File: src/rtl/gsr_pkg.sv
`default_nettype none
// ============================================================================
// gsr_pkg
// Shared types, constants and register codes of the glyph scanline rasterizer.
// ============================================================================
package gsr_pkg;

   // Defaults for the top-level parameters
   localparam int DEF_GLYPH_COLS  = 8;
   localparam int DEF_GLYPH_ROWS  = 16;
   localparam int DEF_GLYPH_SLOTS = 256;
   localparam int DEF_MAX_SCALE   = 3;

   // Fixed limits of a draw
   localparam int LINE_LIMIT   = 48;
   localparam int HEIGHT_LIMIT = 16;
   localparam int ROW_MSB      = 7;   // bit 7 of a row byte is the leftmost pixel
   localparam int ITALIC_DIV_SHIFT = 2;  // italic shear divides by 4

   // Field widths
   localparam int GLYPH_IDX_W  = 8;
   localparam int ROW_IDX_W    = 4;
   localparam int ROW_BITS_W   = 8;
   localparam int COORD_W      = 16;
   localparam int COLOR_W      = 32;
   localparam int SCALE_IN_W   = 2;
   localparam int SCALE_W      = 3;   // holds a scale up to the largest MAX_SCALE
   localparam int PIXEL_MASK_W = 25;
   localparam int LINE_CNT_W   = 6;

   localparam int WIDTH_REG_W  = 4;
   localparam int HEIGHT_REG_W = 5;
   localparam int COUNT_REG_W  = 9;

   localparam int REQ_DATA_W   = 88;
   localparam int REQ_USER_W   = 1;
   localparam int RSP_DATA_W   = 96;

   localparam int CSR_ADDR_W   = 4;
   localparam int CSR_DATA_W   = 32;

   // Item kinds carried in tuser
   localparam logic MODE_DRAW = 1'b0;
   localparam logic MODE_LOAD = 1'b1;

   // Register indexes (word address)
   localparam logic [1:0] REG_WIDTH  = 2'd0;
   localparam logic [1:0] REG_HEIGHT = 2'd1;
   localparam logic [1:0] REG_COUNT  = 2'd2;

   // Reset values
   localparam logic [WIDTH_REG_W-1:0]  WIDTH_RESET  = 4'd8;
   localparam logic [HEIGHT_REG_W-1:0] HEIGHT_RESET = 5'd16;
   localparam logic [COUNT_REG_W-1:0]  COUNT_RESET  = 9'd256;

   // Per-draw settings that shape a row mask
   typedef struct packed {
      logic [WIDTH_REG_W-1:0] cols;
      logic [SCALE_W-1:0]     scale;
      logic                   bold;
   } mask_ctrl_type;

   typedef enum logic [1:0] {
      ST_IDLE = 2'b01,
      ST_RUN  = 2'b10
   } seq_state_type;

endpackage
`default_nettype wire

File: src/rtl/gsr_mask_unit.sv
`default_nettype none
// ============================================================================
// gsr_mask_unit
// Expands one glyph row byte into a scanline pixel mask: each used column is
// repeated scale times, leftmost pixel into bit zero, then bold smear.
// ============================================================================
module gsr_mask_unit #(
   parameter int GLYPH_COLS = gsr_pkg::DEF_GLYPH_COLS,
   parameter int MAX_SCALE  = gsr_pkg::DEF_MAX_SCALE
) (
   input  logic [gsr_pkg::ROW_BITS_W-1:0]   row_bits,
   input  gsr_pkg::mask_ctrl_type           ctrl,
   output logic [gsr_pkg::PIXEL_MASK_W-1:0] pixel_mask
);
   import gsr_pkg::*;

   localparam int RAW_W = GLYPH_COLS * MAX_SCALE + 1;
   localparam int EXT_W = (RAW_W > PIXEL_MASK_W) ? RAW_W : PIXEL_MASK_W;

   logic [EXT_W-1:0] cand [1:MAX_SCALE];
   logic [EXT_W-1:0] raw;
   logic [EXT_W-1:0] smeared;

   // One candidate per scale value, all with fixed bit positions
   always_comb begin
      for (int s = 1; s <= MAX_SCALE; s++) begin
         cand[s] = '0;
         for (int gx = 0; gx < GLYPH_COLS; gx++) begin
            for (int k = 0; k < s; k++) begin
               cand[s][gx*s + k] = row_bits[ROW_MSB - gx] &&
                                   (WIDTH_REG_W'(gx) < ctrl.cols);
            end
         end
      end
   end

   always_comb begin
      raw = '0;
      for (int s = 1; s <= MAX_SCALE; s++) begin
         if (ctrl.scale == SCALE_W'(s)) begin
            raw = cand[s];
         end
      end
      smeared = ctrl.bold ? (raw | (raw << 1)) : raw;
   end

   assign pixel_mask = smeared[PIXEL_MASK_W-1:0];

endmodule
`default_nettype wire

File: config.mk
export PLATFORM = sky130hd
export DESIGN_NAME = gsr_mask_unit
export DESIGN_NICKNAME = d
export VERILOG_FILES = /design/src/rtl/gsr_pkg.sv /design/src/rtl/gsr_mask_unit.sv
export SDC_FILE = /design/constraint.sdc
export NUM_CORES = 1
export LEC_CHECK = 0
export ABC_AREA = 1
export BUFFER_PORTS_ARGS = -buffer_cell sky130_fd_sc_hd__buf_2
export CORE_AREA = 8 8 45 47
export DETAILED_ROUTE_END_ITERATION = 10
export DIE_AREA = 0 0 53 55
export MAX_ROUTING_LAYER = met4
export PLACE_DENSITY = 0.81
export SETUP_SLACK_MARGIN = 0.5
export SYNTH_ARGS = -nofsm -noshare
export SYNTH_HDL_FRONTEND = slang
export SYNTH_SLANG_ARGS = --single-unit
File: constraint.sdc
create_clock -name vclk -period 2.4
set_input_delay 0.36 -clock vclk [all_inputs]
set_output_delay 0.36 -clock vclk [all_outputs]
set_load 0.005 [all_outputs]
==> metrics.log, run 1 <==
[metrics] aggregate global routing overflow: 0
[metrics] count of warnings emitted by yosys: 0
[metrics] count of TritonRoute iterations in the first routing pass: 4
[metrics] GR Util All Layers: 0.117
[metrics] total of endpoints with negative setup slack in the final report: 0
[metrics] synthesis-to-finish area growth: 43.4%
[metrics] synthesized netlist net count: 122
[metrics] Flop pwr share: 0
[metrics] wire length of the first global-routing pass: 2790 um
[metrics] Layout clock buffers: 0
[metrics] share of the core filled with cells: 0.499
[metrics] area share of the largest cell type after synthesis: 0.327
[metrics] Static Leak: 0.502 nW
[metrics] setup repair after global routing missed its margin: no
[metrics] Avg WL per Cell: 10.3 um
[metrics] DRC errors left: 0
[metrics] total number of vias: 750
[metrics] Hold Crit Class: input pin to output port
[metrics] share of layout cells above drive strength 1: 0.333
[metrics] footprint of the flip-flops and latches: 0 sq um
[metrics] arrival time reported for the critical path endpoint: 1.34 ns
[metrics] pre-CTS WS: 0.653 ns
[metrics] Crit path required time: 2.04 ns
[metrics] status: finished clean
[metrics] Port Buffer Count: 41
[metrics] Starting DRT DRC Count: 21
[metrics] total buffers and inverters traversed by the critical path: 3
[metrics] via/cell ratio: 4.69
[metrics] initial core utilization: 0.348
[metrics] shortest period the worst path allows: 1.70 ns
[metrics] slowest cell on the critical path: sky130_fd_sc_hd__nor2_2
[metrics] delay of the slowest cell on the worst path: 0.23 ns
[metrics] sw frac: 0.584
[metrics] Antenna Diode Count: 0
[metrics] category of the worst setup path launch point: input pin
[metrics] Peak Freq: 0.590 GHz
[metrics] kind of end point of the critical path: output port
[metrics] antenna violations before repair: 0
[metrics] family of cells with the greatest summed delay on the critical path: simple AND/OR/NAND/NOR gates
[metrics] syn avg cell area: 4.54 sq um
[metrics] final weighted congestion in routability-driven placement: 0.894
[metrics] Ports: 41
[metrics] number of nets in the layout: 162
[metrics] top fanout value on the critical path: 7
[metrics] hold_buf cts: 0
[metrics] floorplan die height: 55 um
[metrics] total power: 0.0969 mW
[metrics] IR Drop Worst-Case VDD: 62.9 uV
[metrics] Post-Synthesis Cells: 106
[metrics] dominant cell type by count on the critical path: sky130_fd_sc_hd__nand2_1
[metrics] maximum number of pins on one net before global-route repair: 11
[metrics] Core Area: 1380 sq um
[metrics] Die ar.: 2920 sq um
[metrics] Post-DRT Antenna Nets: 0
[metrics] actual transition at the worst max-transition pin: 0.310 ns
[metrics] Max Cap Viol: 0
[metrics] vias in the first global route: 702
[metrics] internal power: 0.0403 mW
[metrics] relative contribution of combinational cells to total power: 1.000
[metrics] final-layout setup total negative slack: 0 ns
[metrics] Synth cell types: 17
[metrics] relative max-transition margin: 0.792
[metrics] row count: 14
[metrics] number of pins with negative max-slew slack in the final report: 0
[metrics] HPWL Detailed: 1460 um
[metrics] Yosys top cell by area: sky130_fd_sc_hd__nand2_1
[metrics] switching power of the nets: 0.0566 mW
[metrics] clock power share: 0
[metrics] sequential-to-total area share from yosys stat: 0
[metrics] startpoint-to-endpoint class of the critical path: input pin to output port
[metrics] count of sequential standard cells: 0
[metrics] total power per unit cell area: 140 nW/um^2
[metrics] count of endpoints failing hold in the final timing report: 0
[metrics] cell types occupying the most area after synthesis: sky130_fd_sc_hd__nand2_1 (33%), sky130_fd_sc_hd__nand3_1 (17%), sky130_fd_sc_hd__inv_1 (14%)
[metrics] final worst setup slack: 0.704 ns
[metrics] cells along the critical path: buf_2 > inv_1 > nand2_1 > nor2_2 > nand3_1 > nand3_1 > nand2_1 > nand2_1 > buf_2
[metrics] Final Routed Wirelength: 1650 um
[metrics] portion of the clock cycle consumed by the worst path in the final layout: 0.707
[metrics] die outline width: 53 um
[metrics] Cell Area, Synth: 482 sq um
## final cells by class
| class | count | area [sq um] |
|---|---|---|
| Fill cell | 173 | 693 |
| Inverter | 19 | 71.3 |
| Multi-Input combinational cell | 84 | 394 |
| Tap cell | 16 | 20.0 |
| Timing Repair Buffer | 41 | 205 |
## layer usage
layer / vias to the layer above / wire length, um / global-route usage
li1: 405 / - / -
met1: 318 / 730 / 0.145
met2: 27 / 777 / 0.213
met3: 0 / 139 / 0.0107
met4: 0 / 0 / 0
met5: - / 0 / -
## placed cells by master (no fill, tap or decap)
master,count
sky130_fd_sc_hd__a21oi_1,1
sky130_fd_sc_hd__buf_2,41
sky130_fd_sc_hd__inv_1,18
sky130_fd_sc_hd__nor2_4,1
sky130_fd_sc_hd__nor2_1,9
sky130_fd_sc_hd__o211ai_1,2
sky130_fd_sc_hd__nand2_1,42
sky130_fd_sc_hd__o21bai_1,1
sky130_fd_sc_hd__nand4_1,2
sky130_fd_sc_hd__nor3_4,1
sky130_fd_sc_hd__inv_2,1
sky130_fd_sc_hd__o21ai_0,4
sky130_fd_sc_hd__and2_1,1
sky130_fd_sc_hd__nand3_1,16
sky130_fd_sc_hd__nand3_2,1
sky130_fd_sc_hd__nor2_2,3
## stage by stage
| stage | std cells | hold slack, ns | area, sq um |
|---|---|---|---|
| after floorplan | 106 | 0.838 | 482 |
| after global placement | 160 | 1.08 | 688 |
| after detailed placement | 160 | 1.07 | 688 |
| after CTS | 160 | 1.07 | 688 |
| after global routing | 160 | 1.10 | 691 |
| final | 160 | 1.07 | 691 |
## power by group through the flow
stage               clock [mW]  sequential (mW)  combinational, mW
finish                       0                0             0.0969
global route                 0                0              0.113
CTS                          0                0             0.0983
detailed placement           0                0             0.0977
global placement             0                0             0.0965
floorplan                    0                0             0.0522
## synthesized netlist by cell type
library cell,number
sky130_fd_sc_hd__o21bai_1,1
sky130_fd_sc_hd__o211ai_1,2
sky130_fd_sc_hd__nor3_4,1
sky130_fd_sc_hd__inv_2,1
sky130_fd_sc_hd__nor2_4,1
sky130_fd_sc_hd__nand3_1,16
sky130_fd_sc_hd__nand2_1,42
sky130_fd_sc_hd__nor2_1,10
sky130_fd_sc_hd__a21oi_1,1
sky130_fd_sc_hd__o21ai_0,4
sky130_fd_sc_hd__and2_1,1
sky130_fd_sc_hd__nand4_1,2
sky130_fd_sc_hd__clkbuf_1,1
sky130_fd_sc_hd__nor2_2,2
sky130_fd_sc_hd__inv_1,18
sky130_fd_sc_hd__nand3_2,1
sky130_fd_sc_hd__buf_4,2
## kinds of logic after synthesis
group	synth area share
AOI/OAI and AO/OA	0.0987
buffers and inverters	0.187
and+or+nand+nor	0.714
## path summary, 6_finish.rpt
kind,from,to,slack [ns],depth (start not counted)
max,ctrl[3],pixel_mask[3],0.70,9
min,row_bits[0],pixel_mask[22],1.07,4
## repair_timing
action / in CTS / in global routing
setup endpoints to repair: 0 / 2
buffers inserted: 0 / 0
gates resized for setup: 0 / 1
Power figures use the tool's default switching activity.
==> inputs of run 2 (changes only) <==
--- a/config.mk
+++ b/config.mk
@@ -7,11 +7,11 @@
 export LEC_CHECK = 0
 export ABC_AREA = 1
 export BUFFER_PORTS_ARGS = -buffer_cell sky130_fd_sc_hd__buf_2
-export CORE_AREA = 8 8 45 47
+export CORE_MARGIN = 8
+export CORE_UTILIZATION = 37
 export DETAILED_ROUTE_END_ITERATION = 10
-export DIE_AREA = 0 0 53 55
 export MAX_ROUTING_LAYER = met4
-export PLACE_DENSITY = 0.81
+export PLACE_DENSITY = 0.85
 export SETUP_SLACK_MARGIN = 0.5
 export SYNTH_ARGS = -nofsm -noshare
 export SYNTH_HDL_FRONTEND = slang
==> constraint.sdc (replaced) <==
create_clock -name vclk -period 1.4
set_input_delay 0.21 -clock vclk [all_inputs]
set_output_delay 0.21 -clock vclk [all_outputs]
set_load 0.005 [all_outputs]
==> metrics.log, run 2 (same netlist as run 1, synthesis figures left out) <==
[metrics] Hold Crit Class: input pin to output port
[metrics] setup repair after global routing missed its margin: yes
[metrics] DRC errors left: 0 (unchanged)
[metrics] maximum number of pins on one net before global-route repair: 11 (unchanged)
[metrics] antenna violations before repair: 0 (unchanged)
[metrics] wire length of the first global-routing pass: 3110 um (+12%)
[metrics] Peak Freq: 0.770 GHz
[metrics] pre-CTS WS: -0.00374 ns (-0.657 ns)
[metrics] HPWL Detailed: 1450 um (-0.55%)
[metrics] M1 GR Usage: 0.151 (+0.00587)
[metrics] number of pins with negative max-slew slack in the final report: 0 (unchanged)
[metrics] Levels on crit path: 8 (-1)
[metrics] count of endpoints failing hold in the final timing report: 0 (unchanged)
[metrics] final weighted congestion in routability-driven placement: 0.850 (-4.9%)
[metrics] share of the core filled with cells: 0.817 (+0.318)
[metrics] startpoint-to-endpoint class of the critical path: input pin to output port
[metrics] GR Layer Usage met3: 0.0285 (+0.0178)
[metrics] actual transition at the worst max-transition pin: 0.266 ns (-0.0446 ns)
[metrics] category of the worst setup path launch point: input pin
[metrics] total buffers and inverters traversed by the critical path: 2 (-1)
[metrics] die outline width: 52.1 um (-1.7%)
[metrics] count of TritonRoute iterations in the first routing pass: 4 (unchanged)
[metrics] relative max-transition margin: 0.822 (+0.0300)
[metrics] dominant cell type by count on the critical path: sky130_fd_sc_hd__nand2_2
[metrics] worst-case hold path end point: pixel_mask[0]
[metrics] Starting DRT DRC Count: 17 (-19%)
[metrics] Post-DRT Antenna Nets: 0 (unchanged)
[metrics] met2 capacity usage during global routing: 0.258 (+0.0451)
[metrics] total number of vias: 867 (+16%)
[metrics] aggregate global routing overflow: 0 (unchanged)
[metrics] Layout clock buffers: 0 (unchanged)
[metrics] Max Cap Viol: 0 (unchanged)
[metrics] via/cell ratio: 5.19 (+11%)
[metrics] synthesis-to-finish area growth: 112%
[metrics] shortest period the worst path allows: 1.30 ns
[metrics] commonest non-fill, non-tap cells in the layout: sky130_fd_sc_hd__buf_2 (32), sky130_fd_sc_hd__nand2_1 (26), sky130_fd_sc_hd__inv_1 (11), sky130_fd_sc_hd__nand3_2 (11)
[metrics] vias in the first global route: 774 (+10%)
[metrics] row count: 13 (-1)
[metrics] delay of the slowest cell on the worst path: 0.21 ns (-0.02 ns)
[metrics] most common library cell in the layout ignoring fill and taps: sky130_fd_sc_hd__buf_2
[metrics] busiest layer in global routing: met2
[metrics] number of nets in the layout: 170 (+4.9%)
[metrics] Port Buffer Count: 41 (unchanged)
[metrics] count of sequential standard cells: 0 (unchanged)
[metrics] number of inserted filler cells in the final layout: 83 (-52%)
[metrics] portion of the clock cycle consumed by the worst path in the final layout: 0.928
[metrics] final worst setup slack: 0.101 ns (-0.603 ns)
[metrics] total power per unit cell area: 256 nW/um^2 (+83%)
[metrics] GR Util All Layers: 0.138 (+0.0202)
[metrics] arrival time reported for the critical path endpoint: 1.09 ns (-0.25 ns)
[metrics] top fanout value on the critical path: 6 (-1)
[metrics] Antenna Diode Count: 0 (unchanged)
[metrics] Ports: 41 (unchanged)
[metrics] Static Leak: 0.637 nW (+27%)
[metrics] Worst Hold Launch: row_bits[7]
[metrics] status: finished clean
[metrics] family of cells with the greatest summed delay on the critical path: simple AND/OR/NAND/NOR gates
[metrics] IR Drop Worst-Case VDD: 192 uV (+210%)
[metrics] share of layout cells above drive strength 1: 0.632 (+0.298)
[metrics] Final Routed Wirelength: 2200 um (+34%)
[metrics] Crit path required time: 1.19 ns (-0.85 ns)
[metrics] kind of end point of the critical path: output port
[metrics] Worst Hold Path Cells: 4 (unchanged)
[metrics] total area of multi-input combinational cells: 569 sq um (+44%)
[metrics] Core Area: 1250 sq um (-9.5%)
[metrics] Die ar.: 2710 sq um (-7.0%)
[metrics] cells along the critical path: buf_8 > nor2_4 > nand2_2 > nand3_2 > nand2_2 > nor2_1 > nand2_1 > buf_2
[metrics] slowest cell on the critical path: sky130_fd_sc_hd__nor2_4
[metrics] footprint of the flip-flops and latches: 0 sq um (unchanged)
[metrics] total of endpoints with negative setup slack in the final report: 0 (unchanged)
[metrics] initial core utilization: 0.385 (+0.0365)
[metrics] floorplan die height: 52.1 um (-5.3%)
[metrics] Avg WL per Cell: 13.2 um (+28%)
run 2: area by class of cell:
type | count | area share
Inverter | 19 | 0.0721
Multi-Input combinational cell | 84 | 0.556
Tap cell | 15 | 0.0183
Timing Repair Buffer | 49 | 0.353
run 2: tightest hold or removal path, cell delays in order:
cell and delay [ns]:
sky130_fd_sc_hd__buf_2 0.11, sky130_fd_sc_hd__nand4_1 0.10, sky130_fd_sc_hd__nand2_1 0.05, sky130_fd_sc_hd__buf_2 0.12
run 2: worst max-delay path by stage:
stage,startpoint,endpoint,slack [ns]
floorplan,ctrl[1],pixel_mask[3],0.39
global placement,ctrl[2],pixel_mask[10],0.04
detailed placement,ctrl[2],pixel_mask[10],-0.004
CTS,ctrl[1],pixel_mask[3],0.08
global route,ctrl[6],pixel_mask[4],0.007
finish,ctrl[6],pixel_mask[4],0.10
run 2: routing by layer:
metal	part of all wire	up-vias
li1	-	428
met1	0.38	399
met2	0.51	38
met3	0.10	2
met4	0.010	0
met5	0	-
run 2: timing repair:
action / in CTS / in global routing
pin swaps: 22 / 26
resized for setup: 40 / 29
hold buffers: 0 / 0
setup endpoints to repair: 25 / 25
setup buffers: 7 / 1
run 2: power breakdown:
group | switching, mW | internal, mW | leakage [nW]
logic | 0.143 | 0.120 | 0.637
clock network | 0 | 0 | 0
registers | 0 | 0 | 0
total | 0.143 | 0.120 | 0.637
run 2: through the flow:
step	instances	power, mW	hold WS, ns	TNS (ns)	area [sq um]
2_1_floorplan	106	0.0974	0.546	0	522
3_3_place_gp	159	0.177	0.796	0	726
3_5_place_dp	159	0.181	0.795	-0.00374	726
4_1_cts	166	0.227	0.801	0	907
5_1_grt	167	0.286	0.844	0	1020
6_report	167	0.262	0.802	0	1020
